===== src/tdfl_ram.sv =====
// tdfl_ram: generic single-write, single-read RAM with registered read data
// no dependencies
`default_nettype none

module tdfl_ram #(
	parameter int unsigned WIDTH = 8,
	parameter int unsigned DEPTH = 64
) (
	input  wire logic                                  clk,
	input  wire logic                                  we,
	input  wire logic [(DEPTH > 1 ? $clog2(DEPTH) : 1)-1:0] waddr,
	input  wire logic [WIDTH-1:0]                      wdata,
	input  wire logic [(DEPTH > 1 ? $clog2(DEPTH) : 1)-1:0] raddr,
	output logic      [WIDTH-1:0]                      rdata
);

	logic [WIDTH-1:0] mem_q [DEPTH];

	// write port
	always_ff @(posedge clk) begin
		if (we) begin
			mem_q[waddr] <= wdata;
		end
	end

	// registered read port
	always_ff @(posedge clk) begin
		rdata <= mem_q[raddr];
	end

endmodule

`default_nettype wire


===== config.mk =====
export PLATFORM = sky130hd
export DESIGN_NAME = tdfl_ram
export DESIGN_NICKNAME = d
export VERILOG_FILES = /design/src/tdfl_ram.sv
export SDC_FILE = /design/constraint.sdc
export NUM_CORES = 1
export LEC_CHECK = 0
export BUFFER_PORTS_ARGS = -buffer_cell sky130_fd_sc_hd__clkbuf_2
export CAP_MARGIN = 20
export CORE_MARGIN = 3
export CORE_UTILIZATION = 62
export CTS_CLUSTER_DIAMETER = 200
export DETAILED_ROUTE_END_ITERATION = 16
export GPL_ROUTABILITY_DRIVEN = 0
export PLACE_DENSITY = 0.79
export SETUP_SLACK_MARGIN = 0.4
export SYNTH_ARGS = -nofsm -noshare
export SYNTH_HDL_FRONTEND = slang
export SYNTH_SLANG_ARGS = --single-unit

===== constraint.sdc =====
create_clock -name clk -period 2.35 [get_ports clk]
set_input_delay 0.3525 -clock clk [delete_from_list [all_inputs] [get_ports clk]]
set_output_delay 0.3525 -clock clk [all_outputs]
set_load 0.02 [all_outputs]

# ---- Word level (Yosys, flattened, before mapping)
# Memories as Yosys holds them, arrays and structs flattened. A register that Yosys moved wholly into a read port is not among the register bits.
# Cells that the tools add are included.
dict set report word_totals {
  ff_bits 0
  latchBits 0
  mem_bits_rw 512
  rom_bits 0
  inputBits 22
  output_inout_bits 8
  word_cells 3
  mem_count 1
}
dict set report op_classes {
  add_sub_neg 0
  mul 0
  div 0
  magnitude_cmp 0
  n_eq_ne 0
  shifts 0
  n_mux 2
  bitwise_logic 0
  reduce_logical 0
}
# name words word_bits rd rd_clocked_by_memory_dff write_ports line_no
set mem_list {}
lappend mem_list {mem_q 64 8 1 1 1 17} ;# logic [WIDTH-1:0] mem_q [DEPTH];
# op count
set op_table {}
lappend op_table {{2-to-1 mux 1 bit} 2}

# ---- Logic depth before layout (Yosys ltp)
# Gate-level depths: netlist of the first run.
dict set report logic_depth {
  word_depth 2
  mapped_depth 9
  mapped_depth_nobuf 5
}

# ---- Worst setup path after synthesis of the first run
# OpenSTA, ideal clock, no wires.
dict set report synth_timing {
  path_kind {input to register}
  start {in raddr[1] in the netlist's numbering}
  end {reg rdata[3] (read register of mem_q)}
  setup_ns 0.128
  arrival_time_ns 1.892
  required_ns 2.222
  path_slack_ns 0.330
  stages 7
  n_path_buf 3
  path_cell_list {buf_4 buf_2 buf_2 mux4_2 mux4_2 o21ai_1 o41ai_1}
}
# element line_no
set synth_rtl {}
lappend synth_rtl {{start, declared} 13} ;# input wire logic [(DEPTH > 1 ? $clog2(DEPTH) : 1)-1:0] raddr,
lappend synth_rtl {{end, declared} 14} ;# output logic [WIDTH-1:0] rdata

==> flow_summary.yaml, run 1 <==
power_and_ir_drop:
  internal-power_w: 0.0152
  power.density_nw_per_um2: 817
  clockPowerShare_pct: 40.5
  power.leakage_nw: 7.60
  peakVddDrop_mv: 0.713
  p_seq_share_pct: 54.0
  swShare_pct: 20.3
  p_comb_share_pct: 5.6
  p_switching_w: 0.00388
timing:
  tightest_slew_ns: 0.744
  period_needed_ns: 1.93
  fin_hold_ws_ns: 0.290
  setup_viol: 0
  hold_viol: 0
  period_share_pct: 82.0
  rsz0062_at_grt: "true"
  fin_skew_ns: 0.0117
  slew_violations: 0
  relSlewSlack_pct: 50.4
  max_freq_mhz: 519
route:
  vias: 10200
  ant_nets: 0
  drcViolationCount: 0
  routedWlPerCell_um: 28.8
  viasPerCell: 6.49
  wl_mm: 45.3
  drtIter0Drc: 1361
  drt_first_pass_iters: 5
die:
  num_rows: 65
  coreArea_um2: 31800
  pin_count: 30
  die_w_um: 186
  die_y_um: 186
  initial_utilization_pct: 63.4
  dieArea_um2: 34700
logic_synthesis:
  ys_ff_latch: 520
  synth_edf_count: 512
  syn_avg_cell_area_um2: 21.5
  yosys.area.top_type: "edfxtp_1"
  syn-num-nets: 962
  yosysSeqAreaShare_pct: 77.0
  netlist.area_leader.share_pct: 76.2
  syn_inst: 940
  syn_area_um2: 20200
  ys_types: 40
  yosys_warnings: 0
  synth_area_leaders: "edfxtp_1 (76%), mux4_2 (14%), nor2_1 (1.5%)"
  synthFlopType: "edfxtp_1"
  ys_async_sr_fraction_pct: 0
global_routing:
  overflow: 0
  grt_pass1_wl_mm: 68.5
  antenna_found_initial: 3
  grt_pass1_vias: 10600
  grt.total_usage_pct: 26.6
  grt_start_max_net_pins: 65
worst_setup_path:
  criticalPathCategory: "register to register"
  cp.required_ns: 2.79
  worstRegToRegCells: 5
  cp-start-kind: "register"
  cp_max_fo: 1
  endpoint_kind: "register"
  cp.arrival_ns: 2.37
run_status:
  outcome: "completed"
clocking:
  clock_sink_count: 520
  path_clk_slew_ns: 0.06
  clock_path_buffers: 3
  insertion_delay_ns: 0.56
  cts_tree: "yes"
  h-tree-depth: 2
  root_buffer: "clkbuf_16"
  cts_buffers: 50
placed_design:
  dp_hpwl_mm: 28.2
  dpl-instance-area_um2: 21700
  numPortBuffers: 29
cells_and_area:
  multiInputGateArea_um2: 4380
  fillerInstances: 1694
  drive_gt1_share_pct: 33.0
  finalInstanceArea_um2: 23400
  diodes: 0
  nets: 1122
  utilization_pct: 73.5
  seq_area_um2: 15500
  synthToLayoutAreaGrowth_pct: 15.9
job:
  maxCapViolCount: 0
worst_hold_path:
  holdPathStages: 2
  hp-class: "primary input to register"
## power groups by stage
stage | clock [W] | sequential, W | combinational, W
6_report | 0.00773 | 0.0103 | 0.00106
5_1_grt | 0.00821 | 0.0103 | 0.00112
4_1_cts | 0.00784 | 0.0103 | 0.00105
3_5_place_dp | 0 | 0.0105 | 0.00103
3_3_place_gp | 0 | 0.0105 | 0.00100
2_1_floorplan | 0 | 0.0105 | 0.000549
## worst paths after layout
check	startpoint	end	slack (ns)
hold / removal	wdata[0]	mem_q[8][0]	0.29
hold reg to reg	mem_q[22][1]	rdata[1]	0.88
setup reg to reg	mem_q[46][2]	rdata[2]	0.42
setup / recovery	mem_q[46][2]	rdata[2]	0.42
## flip-flops by register name, indices dropped and copies added, names as in the netlist
| register | cells |
|---|---|
| mem_q | 512 |
| rdata | 8 |
## synthesized netlist by cell type, types with 2 or more instances
cell / instances
edfxtp_1: 512
mux4_2: 126
nor2_1: 83
mux2i_1: 23
nand2_1: 19
clkbuf_1: 17
nor2b_1: 14
buf_4: 13
mux2_2: 13
nand3_1: 13
buf_2: 11
dfxtp_1: 8
o221ai_1: 8
o22ai_1: 8
nand2b_1: 7
nor3_1: 7
a221oi_1: 6
a211oi_1: 4
buf_1: 4
buf_6: 4
a21oi_1: 3
a22oi_1: 3
nand3b_1: 3
o2111ai_1: 3
o2bb2ai_1: 3
a2111oi_0: 2
buf_12: 2
nand4_1: 2
nor4_1: 2
o21a_1: 2
o21ai_0: 2
o21ai_1: 2
o221a_2: 2
o32ai_1: 2
o41ai_1: 2
## routing by layer
metal / track usage, % / wire length, um / vias to the layer above / part of all wire [%]
met4: 8.75 / 1460 / 4 / 3.2
met1: 38.4 / 17100 / 5257 / 38
li1: - / - / 4254 / -
met5: 0 / 19 / - / 0.042
met3: 4.62 / 4310 / 116 / 9.5
met2: 42.8 / 22400 / 583 / 49
## area by class of cell
class                           instances  area share, %
Clock inverter                         18          0.728
Multi-Input combinational cell        369           18.7
Timing Repair Buffer                  159           5.66
Clock buffer                           72           6.07
Tap cell                              435           2.33
Sequential cell                       520           66.5
## stage by stage
| step | setup WS [ns] | instances | total power, W | TNS, ns |
|---|---|---|---|---|
| 4_1_cts | 0.398 | 1573 | 0.0192 | 0 |
| 3_3_place_gp | -0.0960 | 1483 | 0.0115 | -0.264 |
| 5_1_grt | 0.385 | 1573 | 0.0196 | 0 |
| 3_5_place_dp | -0.158 | 1483 | 0.0115 | -0.404 |
| 2_1_floorplan | 0.406 | 940 | 0.0110 | 0 |
| 6_report | 0.423 | 1573 | 0.0191 | 0 |
## cell usage in the layout, fill, tap and decap left out, types with 3 or more instances in the layout
master,instances
mux4_2,126
nand3b_1,3
dfxtp_1,8
bufinv_16,3
clkinv_2,6
clkbuf_8,3
buf_4,117
a22oi_1,3
mux2_2,13
a211oi_1,4
clkinv_1,7
o22ai_1,8
nand3_1,13
edfxtp_1,512
mux2i_1,23
o2bb2ai_1,3
o221ai_1,8
nand2b_1,7
nor2b_1,14
a21oi_1,3
buf_12,15
a221oi_1,4
clkbuf_1,17
nor2_1,81
nor3_1,5
clkbuf_2,26
clkbuf_16,53
nand2_1,19
## what timing repair did
item,CTS,global route
setup endpoints to repair,5,5
gates resized for setup,7,6
pin swaps,0,2
setup buffers,0,0
hold buffers,0,0
## critical path, stage by stage, from the launching register on
cell       delay, ns
edfxtp_1        0.36
mux4_2          0.47
mux2_2          0.32
a221oi_2        0.41
buf_4           0.18
o2bb2ai_1       0.07
## kinds of logic after synthesis
family / after synthesis / synth area share (%)
AO/OA/AOI/OAI: 54 / 2.07
buffers and inverters: 51 / 1.57
flip-flops: 520 / 77.0
multiplexers: 162 / 15.9
AND/OR/NAND/NOR: 153 / 3.39
Note: power is estimated with default switching activity, not from simulation.
==> inputs of run 2 (changes only) <==
Settings changed: CORE_UTILIZATION 62 to 56, PLACE_DENSITY 0.79 to 0.75.
Clock period 2.35 ns to 1.6 ns, I/O delays scaled along.
==> run 2 against run 1 <==
Net effect:
- register-to-register slack lost 0.71 ns
- the run now ends with setup timing left
- critical endpoint is now rdata[4]
- worst setup slack lost 0.71 ns
- largest cell class unchanged
- via count shrank 1.7%
- critical path type unchanged
- cell count is essentially flat
- first-iteration DRC count shrank 9.3%
- highest routed layer is now met4
==> flow_summary.yaml, run 2 (same netlist as run 1, synthesis figures left out) <==
timing:
  relSlewSlack_pct: 50.3
  fin_hold_ws_ns: 0.182
  setup_ws_ns: -0.288
  fin_skew_ns: 0.0179
  setup_viol: 8
  period_needed_ns: 1.89
  max_freq_mhz: 530
  rsz0062_at_grt: "true"
  tns_ns: -1.60
  slew_violations: 0
  period_share_pct: 118
  tightest_slew_ns: 0.745
  hold_viol: 0
worst_setup_path:
  cp_max_fo: 1
  cp.arrival_ns: 2.32
  r2r_start: "mem_q[20][4]"
  r2r-end: "rdata[4]"
  cp.required_ns: 2.03
  worstRegToRegCells: 6
  criticalPathCategory: "register to register"
  reg2reg_slack_ns: -0.29
  endpoint_kind: "register"
  cp-start-kind: "register"
placed_design:
  dpl.cell_count: 1488
  numPortBuffers: 29
  dp_hpwl_mm: 27.8
  dpl-instance-area_um2: 22500
route:
  ant_nets: 0
  drt_first_pass_iters: 5
  vias: 10000
  viasPerCell: 6.38
  drtIter0Drc: 1234
  wl_mm: 45.5
  routedWlPerCell_um: 28.9
  drcViolationCount: 0
worst_hold_path:
  holdPathStages: 2
  min-delay-start: "wdata[2]"
  holdPathEnd: "mem_q[21][2]"
  hp-class: "primary input to register"
cells_and_area:
  stdcell_count: 1574
  final_cell_mix: "edfxtp_1 (512), mux4_2 (126), buf_4 (80), nor2_4 (60), clkbuf_16 (51)"
  drive_gt1_share_pct: 40.1
  largest_reg_flops: 512
  mostFrequentLayoutCell: "edfxtp_1"
  diodes: 0
  nets: 1106
  reg_top3: "mem_q x512, rdata x8"
  top_register: "mem_q"
  synthToLayoutAreaGrowth_pct: 20.1
  finalInstanceArea_um2: 24200
clocking:
  cts_tree: "yes"
  ctsHoldBuffers: 0
  root_buffer: "clkbuf_16"
  cts_buffers: 49
  path_clk_slew_ns: 0.06
  clock_path_buffers: 3
  cts_setup_buffers: 0
  h-tree-depth: 2
  insertion_delay_ns: 0.57
  clock_sink_count: 520
die:
  initial_utilization_pct: 57.5
  die_y_um: 196
  die_w_um: 196
  num_rows: 68
  coreArea_um2: 35100
  dieArea_um2: 38300
  pin_count: 30
global_routing:
  grt_pass1_vias: 10200
  grt_start_max_net_pins: 65
  overflow: 0
  grt_pass1_wl_mm: 68.3
  antenna_found_initial: 0
  grt.total_usage_pct: 24.4
run_status:
  outcome: "finished, violations left"
  violations: "setup timing"
power_and_ir_drop:
  power.density_nw_per_um2: 1150
  peakVddDrop_mv: 0.874
  power.leakage_nw: 7.67
job:
  maxCapViolCount: 0
## run 2: cell count changes in the layout (fill, tap and decap cells not counted), moves of 5 or more
cell,before,now
nor2_1,81,18
nor2_4,1,60
buf_4,117,80
buf_12,15,36
clkbuf_2,26,19
dfxtp_1,8,1
buf_8,0,6
dfxtp_4,0,6
nand2_1,19,14
nand2_4,0,5
nand3_1,13,8
nand3_4,0,5
## run 2: report_power, final
group / leakage [nW] / internal [W] / switching, W / total, W
Combinational: 2.27 / 0.000781 / 0.00103 / 0.00182
Clock: 0.717 / 0.00613 / 0.00475 / 0.0109
Sequential: 4.68 / 0.0151 / 0.0000661 / 0.0151
## run 2: stage by stage
| step | power (W) | worst slack (ns) | util (%) |
|---|---|---|---|
| CTS | 0.0280 | -0.280 | 68.9 |
| finish | 0.0279 | -0.288 | 69.1 |
| global route | 0.0286 | -0.335 | 69.1 |
| global placement | 0.0171 | -0.788 | 64.2 |
| detailed placement | 0.0171 | -0.845 | 64.2 |
| floorplan | 0.0164 | -0.188 | - |
## run 2: layout make-up
class                      instances  area (um2)
timing repair buffer             144        1540
clock buffer                      65        1330
sequential                       520       15600
fill                            2092       10800
tap                              455         569
multi-input combinational        369        5060
clock inverter                    21         155
## run 2: timing repair
item                       CTS  global route
pin swaps                    3             2
setup endpoints to repair   16            16
gates resized for setup     42            18
## run 2: critical path, cell delays in order, from the launching register on
cell and delay (ns):
edfxtp_1 0.36, mux4_2 0.47, mux2_4 0.29, o221a_4 0.29, nor3_4 0.14, buf_6 0.12, o32ai_2 0.08
## run 2: worst max-delay path by stage
stage                      start  endpoint  slack, ns  depth (start not counted)
floorplan               raddr[0]  rdata[7]      -0.19                          7
global placement        raddr[0]  rdata[7]      -0.79                          7
detailed placement      raddr[0]  rdata[7]      -0.85                          7
CTS                 mem_q[20][4]  rdata[4]      -0.28                          6
global route        mem_q[20][4]  rdata[4]      -0.34                          6
finish              mem_q[20][4]  rdata[4]      -0.29                          6
## run 2: metal layers
layer	routed length (um)	GRT usage [%]	up-vias
met1	17900	36.1	5246
met3	4170	4.91	68
met2	22300	37.9	506
li1	-	-	4225
met4	1110	7.31	0
met5	0	0	-
