`config.mk`:
```
export PLATFORM = sky130hd
export DESIGN_NAME = tdfl_div
export DESIGN_NICKNAME = d
export VERILOG_FILES = /design/src/tdfl_pkg.sv /design/src/tdfl_div.sv
export SDC_FILE = /design/constraint.sdc
export NUM_CORES = 1
export LEC_CHECK = 0
export BUFFER_PORTS_ARGS = -buffer_cell sky130_fd_sc_hd__buf_2
export CAP_MARGIN = 20
export CORE_ASPECT_RATIO = 1.25
export CORE_MARGIN = 1
export CORE_UTILIZATION = 55
export DETAILED_ROUTE_END_ITERATION = 16
export GPL_TIMING_DRIVEN = 0
export PLACE_DENSITY_LB_ADDON = 0.25
export RECOVER_POWER = 25
export SLEW_MARGIN = 30
export SYNTH_ARGS = -nofsm -noshare
export SYNTH_HDL_FRONTEND = slang
export SYNTH_SLANG_ARGS = --single-unit
export TNS_END_PERCENT = 1
```
`constraint.sdc`:
```
create_clock -name clk -period 5.2 [get_ports clk]
set_input_delay 1.04 -clock clk [delete_from_list [all_inputs] [get_ports clk]]
set_output_delay 1.04 -clock clk [all_outputs]
set_load 0.01 [all_outputs]
```
`src/tdfl_pkg.sv`:
```
// tdfl_pkg: shared types, constants and codes of the tail-drop link scheduler
// depends on nothing; imported by tdfl_div and the core top level
`default_nettype none

package tdfl_pkg;

	// field widths fixed by the interface
	localparam int unsigned TIME_W     = 40;
	localparam int unsigned SIZE_W     = 16;
	localparam int unsigned CLASS_W    = 3;
	localparam int unsigned OCC_W      = 32;
	localparam int unsigned CAP_W      = 32;
	localparam int unsigned BW_W       = 39;
	localparam int unsigned CFG_IDX_W  = 1;
	localparam int unsigned CFG_DATA_W = 39;

	// default sizing of the descriptor ring and the time base
	localparam int unsigned MAX_QUEUED_DEF = 64;
	localparam int unsigned TIME_BITS_DEF  = 40;

	// register reset values
	localparam logic [CAP_W-1:0] CAP_RESET = 32'd65536;
	localparam logic [BW_W-1:0]  BW_RESET  = 39'd10000000000;

	// bits to microsecond scale: 8 bits per byte times 1e6
	localparam int unsigned      SCALE_W  = 23;
	localparam logic [SCALE_W-1:0] TX_SCALE = 23'd8000000;
	localparam int unsigned      PROD_W   = SIZE_W + SCALE_W;

	// divider operand widths
	localparam int unsigned DIV_NUM_W = 40;
	localparam int unsigned DIV_DEN_W = BW_W;

	// configuration register indexes
	typedef enum logic [CFG_IDX_W-1:0] {
		REG_CAP = 1'b0,
		REG_BW  = 1'b1
	} reg_idx_t;

	// result status codes
	typedef enum logic [1:0] {
		ST_SENT      = 2'd0,
		ST_DROP_BUF  = 2'd1,
		ST_DROP_DESC = 2'd2
	} status_t;

	// sequencer states
	typedef enum logic [2:0] {
		S_IDLE,
		S_RD,
		S_CMP,
		S_DECIDE,
		S_MUL,
		S_DIV,
		S_FIN
	} seq_state_t;

	typedef struct packed {
		logic [TIME_W-1:0]  arr_us;
		logic [SIZE_W-1:0]  len_bytes;
		logic [CLASS_W-1:0] cls_tag;
	} item_t;

	typedef struct packed {
		status_t            status;
		logic [TIME_W-1:0]  queue_delay_us;
		logic [TIME_W-1:0]  departure_time_us;
		logic [CLASS_W-1:0] class_out;
		logic [OCC_W-1:0]   occupancy_bytes;
	} result_t;

	// per-item control decoded from the sequencer state
	typedef struct packed {
		logic retire;
		logic drop;
		logic div_load;
		logic commit;
	} seq_ctl_t;

endpackage

`default_nettype wire

```
`src/tdfl_div.sv`:
```
// tdfl_div: iterative restoring divider, two quotient bits per cycle,
// result rounded up; depends on tdfl_pkg for default widths
`default_nettype none

module tdfl_div import tdfl_pkg::*; #(
	parameter int unsigned NUM_W = DIV_NUM_W,
	parameter int unsigned DEN_W = DIV_DEN_W
) (
	input  wire logic             clk,
	input  wire logic             arst_n,
	input  wire logic             load,
	input  wire logic [NUM_W-1:0] num,
	input  wire logic [DEN_W-1:0] den,
	output logic                  done,
	output logic      [NUM_W-1:0] quot
);

	localparam int unsigned STEPS = 2;
	localparam int unsigned ITER  = NUM_W / STEPS;
	localparam int unsigned IW    = (ITER > 1) ? $clog2(ITER) : 1;
	localparam logic [IW-1:0] ITER_LAST = IW'(ITER - 1);

	logic             run_q, fix_q, done_q;
	logic [IW-1:0]    cnt_q;
	logic [NUM_W-1:0] num_q, num_nx, quot_q;
	logic [DEN_W:0]   rem_q, rem_nx;
	logic [DEN_W-1:0] den_q;

	// two shift-subtract steps; quotient bits enter at the low end of num
	always_comb begin
		rem_nx = rem_q;
		num_nx = num_q;
		for (int k = 0; k < STEPS; k++) begin
			rem_nx = {rem_nx[DEN_W-1:0], num_nx[NUM_W-1]};
			num_nx = {num_nx[NUM_W-2:0], 1'b0};
			if (rem_nx >= {1'b0, den_q}) begin
				rem_nx    = rem_nx - {1'b0, den_q};
				num_nx[0] = 1'b1;
			end
		end
	end

	// control
	always_ff @(posedge clk or negedge arst_n) begin
		if (!arst_n) begin
			run_q  <= 1'b0;
			fix_q  <= 1'b0;
			done_q <= 1'b0;
			cnt_q  <= '0;
		end else begin
			done_q <= 1'b0;
			if (load) begin
				run_q <= 1'b1;
				cnt_q <= '0;
			end else if (run_q) begin
				cnt_q <= cnt_q + 1'b1;
				if (cnt_q == ITER_LAST) begin
					run_q <= 1'b0;
					fix_q <= 1'b1;
				end
			end else if (fix_q) begin
				fix_q  <= 1'b0;
				done_q <= 1'b1;
			end
		end
	end

	// operands, partial remainder and rounded quotient
	always_ff @(posedge clk) begin
		if (load) begin
			num_q <= num;
			rem_q <= '0;
			den_q <= den;
		end else if (run_q) begin
			num_q <= num_nx;
			rem_q <= rem_nx;
		end
		if (fix_q) begin
			quot_q <= num_q + NUM_W'(rem_q != '0);
		end
	end

	assign done = done_q;
	assign quot = quot_q;

endmodule

`default_nettype wire

```
After elaboration in Yosys (flattened, before gate mapping). Index checks and enable logic that the tools add are counted.

Muxes and demuxes: 16. Add/subtract/negate cells: 4. Bitwise operators: 1. Reductions and logical operators: 3. $lt $le $gt $ge: 2. Equality and inequality tests: 2.

Operator list (number): 40-bit two-way mux (3); 40-bit by 39-bit greater-or-equal comparator with 1-bit output (2); 40-bit by 1-bit adder with 40-bit output (1); 40-bit nonzero test (1); 40-bit by 39-bit subtractor with 40-bit output (1); 39-bit two-way mux (1); 39-bit subtractor (1); 1-bit two-way mux (10); 5-bit two-way mux (2); 5-bit by 1-bit adder with 5-bit output (second input constant) (1); 5-bit == test (second input constant) (1); 2-bit by 1-bit inequality test with 1-bit output (second input constant) (1); 2-bit AND reduction (1); 2-bit nonzero test (1); 1-bit NOT (1).

Bits in registers: 167. Word-level logic and storage cells: 36.

Depth between registers and ports, before layout.
Word-level depth: 6. Depth in mapped cells: 27. Depth with buffers taken out: 23.

Least setup slack after synthesis. No wires, ideal clock.

Path kind: flip-flop to flip-flop. Start: register num_q[39]. End: register rem_q[34]. Arrival: 5165 ps. Stages on the path, launching flop included: 28. Path slack: -84 ps. Setup time: 119 ps. Period minus slack after synthesis: 5284 ps. Path through: edfxtp_1 inv_1 ha_1 inv_1 fa_1 a21oi_1 o22ai_2 o211ai_1 a31oi_1 o31ai_4 buf_2 buf_2 nand2_1 o21ai_0 ha_1 clkbuf_1 a21oi_1 nor2_1 a2111oi_0 nand2_1 a31oi_1 a21oi_1 o21ai_1 nor2b_1 buf_6 buf_4 o21ai_1 o221a_2.

Word-level cells in the longest chain between the ends: 4. Elaborated cells on any way between the ends: 6. Those cells by class: add/sub: 2; order compare: 2; mux: 2.

Ends and longest elaborated chain: start, declared (RTL line tdfl_div.sv:25) `logic [NUM_W-1:0] num_q, num_nx, quot_q;`; start signal, assigned (RTL line tdfl_div.sv:71) `num_q <= num;`; start signal, assigned (RTL line tdfl_div.sv:75) `num_q <= num_nx;`; 39-bit subtractor / 40-bit by 39-bit greater-or-equal comparator with 1-bit output (equally long branches) (RTL line tdfl_div.sv:37, tdfl_div.sv:36); 39-bit two-way mux * (RTL line tdfl_div.sv:36) `if (rem_nx >= {1'b0, den_q}) begin`; 40-bit by 39-bit subtractor with 40-bit output / 40-bit by 39-bit greater-or-equal comparator with 1-bit output (equally long branches) (RTL line tdfl_div.sv:37, tdfl_div.sv:36); 40-bit two-way mux * (RTL line tdfl_div.sv:36); end signal, assigned (RTL line tdfl_div.sv:76) `rem_q <= rem_nx;`; end, declared (RTL line tdfl_div.sv:26) `logic [DEN_W:0] rem_q, rem_nx;`.

Every way passes the cells marked *; elsewhere a longest branch is shown, timed or not. A chain may end at the register's enable or synchronous reset.

Final worst setup path.
Start: register num_q[39]. End: register rem_q[32].

Same word-level chain as after synthesis.

==> impl_metrics.yaml <==
clock_network:
  clock_path_buffers: 2
  cts_tree: "built"
  cts_made_buffers: 17
  clock-root-buffer: "clkbuf_16"
  cts_sinks: 167
  insertion_delay_ns: 0.45
  clk_pin_slew_ns: 0.07
  h-tree-depth: 4
  cts_hold_buf: 0
final_layout:
  n_antenna_cell: 0
  multi_input_area_um2: 7620
  fin_cells: 1765
  final_common_cell: "buf_2"
  n_fill_cell: 1570
  nets: 1643
  post-route-cell-area_um2: 15000
  layout_common_cells: "buf_2, edfxtp_1, nor2_1, nand2_1, buf_4"
  regArea_um2: 4570
  final_util_pct: 71.6
  syn2layout_area_growth_pct: 26.3
  drive_gt1_share_pct: 28.7
timing:
  rsz0062_at_grt: "yes"
  hold_viol_final: 0
  holdWs_ns: 0.492
  slew_headroom_pct: 4.05
  min_period_over_period_pct: 101
  setup_violations: 31
  worst_clock_skew_ns: 0.0155
  worst_slack_ns: -0.0575
  slew_viol_final: 0
  max_freq_mhz: 190
  tightest_slew_ns: 1.44
  period_needed_ns: 5.26
critical_path:
  cp-end-kind: "flop"
  crit_path_start_kind: "flop"
  required_ns: 5.55
  path_max_fanout: 6
  r2r-start: "num_q[39]"
  worstSetupPathType: "flop to flop"
  cp.arrival_ns: 5.61
  crit_path_start: "num_q[39]"
pwr:
  ir_drop_mv: 0.258
  powerDensity_nw_per_um2: 385
  finalPower_mw: 5.77
  static-leakage-power_nw: 6.47
global_route:
  grt_util_all_layers_pct: 31.0
  grt_pass1_vias: 10747
  grt_pass1_wl_mm: 54.1
  grt_overflow: 0
  antenna_found_initial: 0
  grt_max_degree: 41
yosys:
  syn-cell-area_um2: 11900
  synth_nets: 1437
  synth_ff_type: "edfxtp_1"
  synth.yosys.warnings: 0
  syn_avg_cell_area_um2: 9.34
  netlist_instances: 1272
  synth-async-reset-ratio_pct: 4.79
  synth_edf_count: 119
  ys_seq_area_share_pct: 38.5
  synth.distinct_cells: 78
  yosys_register_bits: 167
drt:
  via_count: 11042
  wl_per_cell_um: 20.1
  wl_mm: 35.5
  first_pass_iters: 5
  drt_iter0_markers: 868
  routed_via_density: 6.26
  drc: 0
  antenna_left: 0
outcome:
  violations: "setup timing"
  status: "finished, violations left"
floorplan:
  row_count: 59
  dieArea_um2: 22200
  ioPinCount: 123
  die_y_um: 166
  fp.dieW_um: 133
  start_util_pct: 56.7
  design.core.area_um2: 21000
min_path:
  hold_path.class: "flop to flop"
  min-delay-start: "rem_q[39]"
placement:
  dpl-instance-area_um2: 12900
  dpl.cell_count: 1670
  place_congestion: 0.949
  dpl.hpwl_mm: 24.8
  io_buffers: 122
job:
  maxCapViolCount: 0
-- power by group --
part | switching (mW) | internal (mW) | leakage, nW
Clock | 0.633 | 0.645 | 0.286
Sequential | 0.157 | 1.61 | 1.60
Combinational | 1.54 | 1.19 | 4.58
Total | 2.33 | 3.45 | 6.47
-- path summary, 6_finish.rpt --
path                       cells past startpoint  slack, ns         to
setup / recovery                              26      -0.06  rem_q[32]
hold / removal                                 2       0.49  rem_q[39]
setup reg to reg                              26      -0.06  rem_q[32]
hold reg to reg                                2       0.49  rem_q[39]
max in group asynchronous                      1       4.41      run_q
min in group asynchronous                      1       0.50   cnt_q[4]
-- logic make-up after synthesis --
logic type | Yosys count | share of synthesized area (%)
simple gates | 398 | 15.9
compound gates | 319 | 18.0
flops | 167 | 38.5
fa+ha+maj | 83 | 8.87
xor+xnor | 104 | 7.67
mux | 75 | 6.78
buf+inv | 126 | 4.31
-- critical path, stage by stage, from the launching register on --
cell	delay [ns]
edfxtp_1	0.41
inv_2	0.10
ha_4	0.13
inv_2	0.04
fa_2	0.35
a21oi_2	0.18
o22ai_2	0.13
o211ai_1	0.20
buf_4	0.16
a31oi_4	0.08
o31ai_4	0.30
buf_6	0.19
clkbuf_16	0.16
a41oi_2	0.04
a21o_1	0.25
ha_4	0.33
inv_4	0.05
a2111oi_4	0.38
o21ai_4	0.11
nand2_2	0.13
a31oi_4	0.11
a21oi_2	0.22
o21ai_2	0.12
nor2b_4	0.16
buf_4	0.18
or3b_1	0.38
a311oi_1	0.26
-- stage by stage --
step	setup WS [ns]	setup TNS [ns]
5_1_grt	-0.182	-5.98
2_1_floorplan	0.0168	0
6_report	-0.0575	-0.617
3_5_place_dp	-1.30	-49.19
4_1_cts	-0.0138	-0.0291
3_3_place_gp	-1.23	-44.08
-- layout make-up --
cell class	count	area share, %
buffer	36	2.15
clock buffer	18	2.86
clock inverter	14	1.02
inverter	76	1.92
multi-input combinational	979	50.8
sequential	167	30.5
tap	274	2.29
timing repair buffer	201	8.48
-- flip-flops by register name, summed over array words and instances, names as in the netlist --
register  cells
quot         40
den_q        39
done          1
cnt_q         5
rem_q        40
run_q         1
num_q        40
fix_q         1
-- metal layers --
layer | part of all wire (%) | up-vias | track usage [%]
met1 | 38 | 5194 | 34.6
met2 | 49 | 539 | 54.9
met4 | 6.5 | 0 | 18.3
met3 | 6.3 | 186 | 5.19
li1 | - | 5123 | -
met5 | 0 | - | 0
-- synth_stat cells (6+ instances only) --
| cell | number | area, um2 |
|---|---|---|
| a211o_1 | 6 | 52.6 |
| a211oi_1 | 39 | 293 |
| a21o_1 | 26 | 195 |
| a21oi_1 | 83 | 415 |
| a31oi_1 | 7 | 43.8 |
| and2_1 | 11 | 68.8 |
| and3_1 | 11 | 68.8 |
| buf_2 | 7 | 35.0 |
| clkbuf_1 | 35 | 131 |
| dfrtp_1 | 8 | 200 |
| dfxtp_1 | 40 | 801 |
| edfxtp_1 | 119 | 3570 |
| ha_1 | 81 | 1010 |
| inv_1 | 75 | 282 |
| mux2_2 | 43 | 484 |
| mux2i_1 | 31 | 310 |
| nand2_1 | 110 | 413 |
| nand2b_1 | 13 | 81.3 |
| nand3_1 | 31 | 155 |
| nand4_1 | 30 | 188 |
| nor2_1 | 116 | 435 |
| nor2b_1 | 9 | 56.3 |
| nor3_1 | 26 | 130 |
| nor4_1 | 19 | 119 |
| o211ai_1 | 7 | 52.6 |
| o21a_1 | 12 | 90.1 |
| o21ai_0 | 61 | 305 |
| o21ai_1 | 7 | 35.0 |
| o21bai_1 | 13 | 97.6 |
| o31ai_1 | 9 | 67.6 |
| xnor2_1 | 65 | 569 |
| xor2_1 | 39 | 342 |
-- what timing repair did --
item                       in CTS  in global routing
pin swaps                      48                 69
buffers inserted               44                 27
setup endpoints to repair      41                 41
resized for setup             138                100
cloned                          3                  3
No activity file was read; power rests on OpenSTA's default activity.
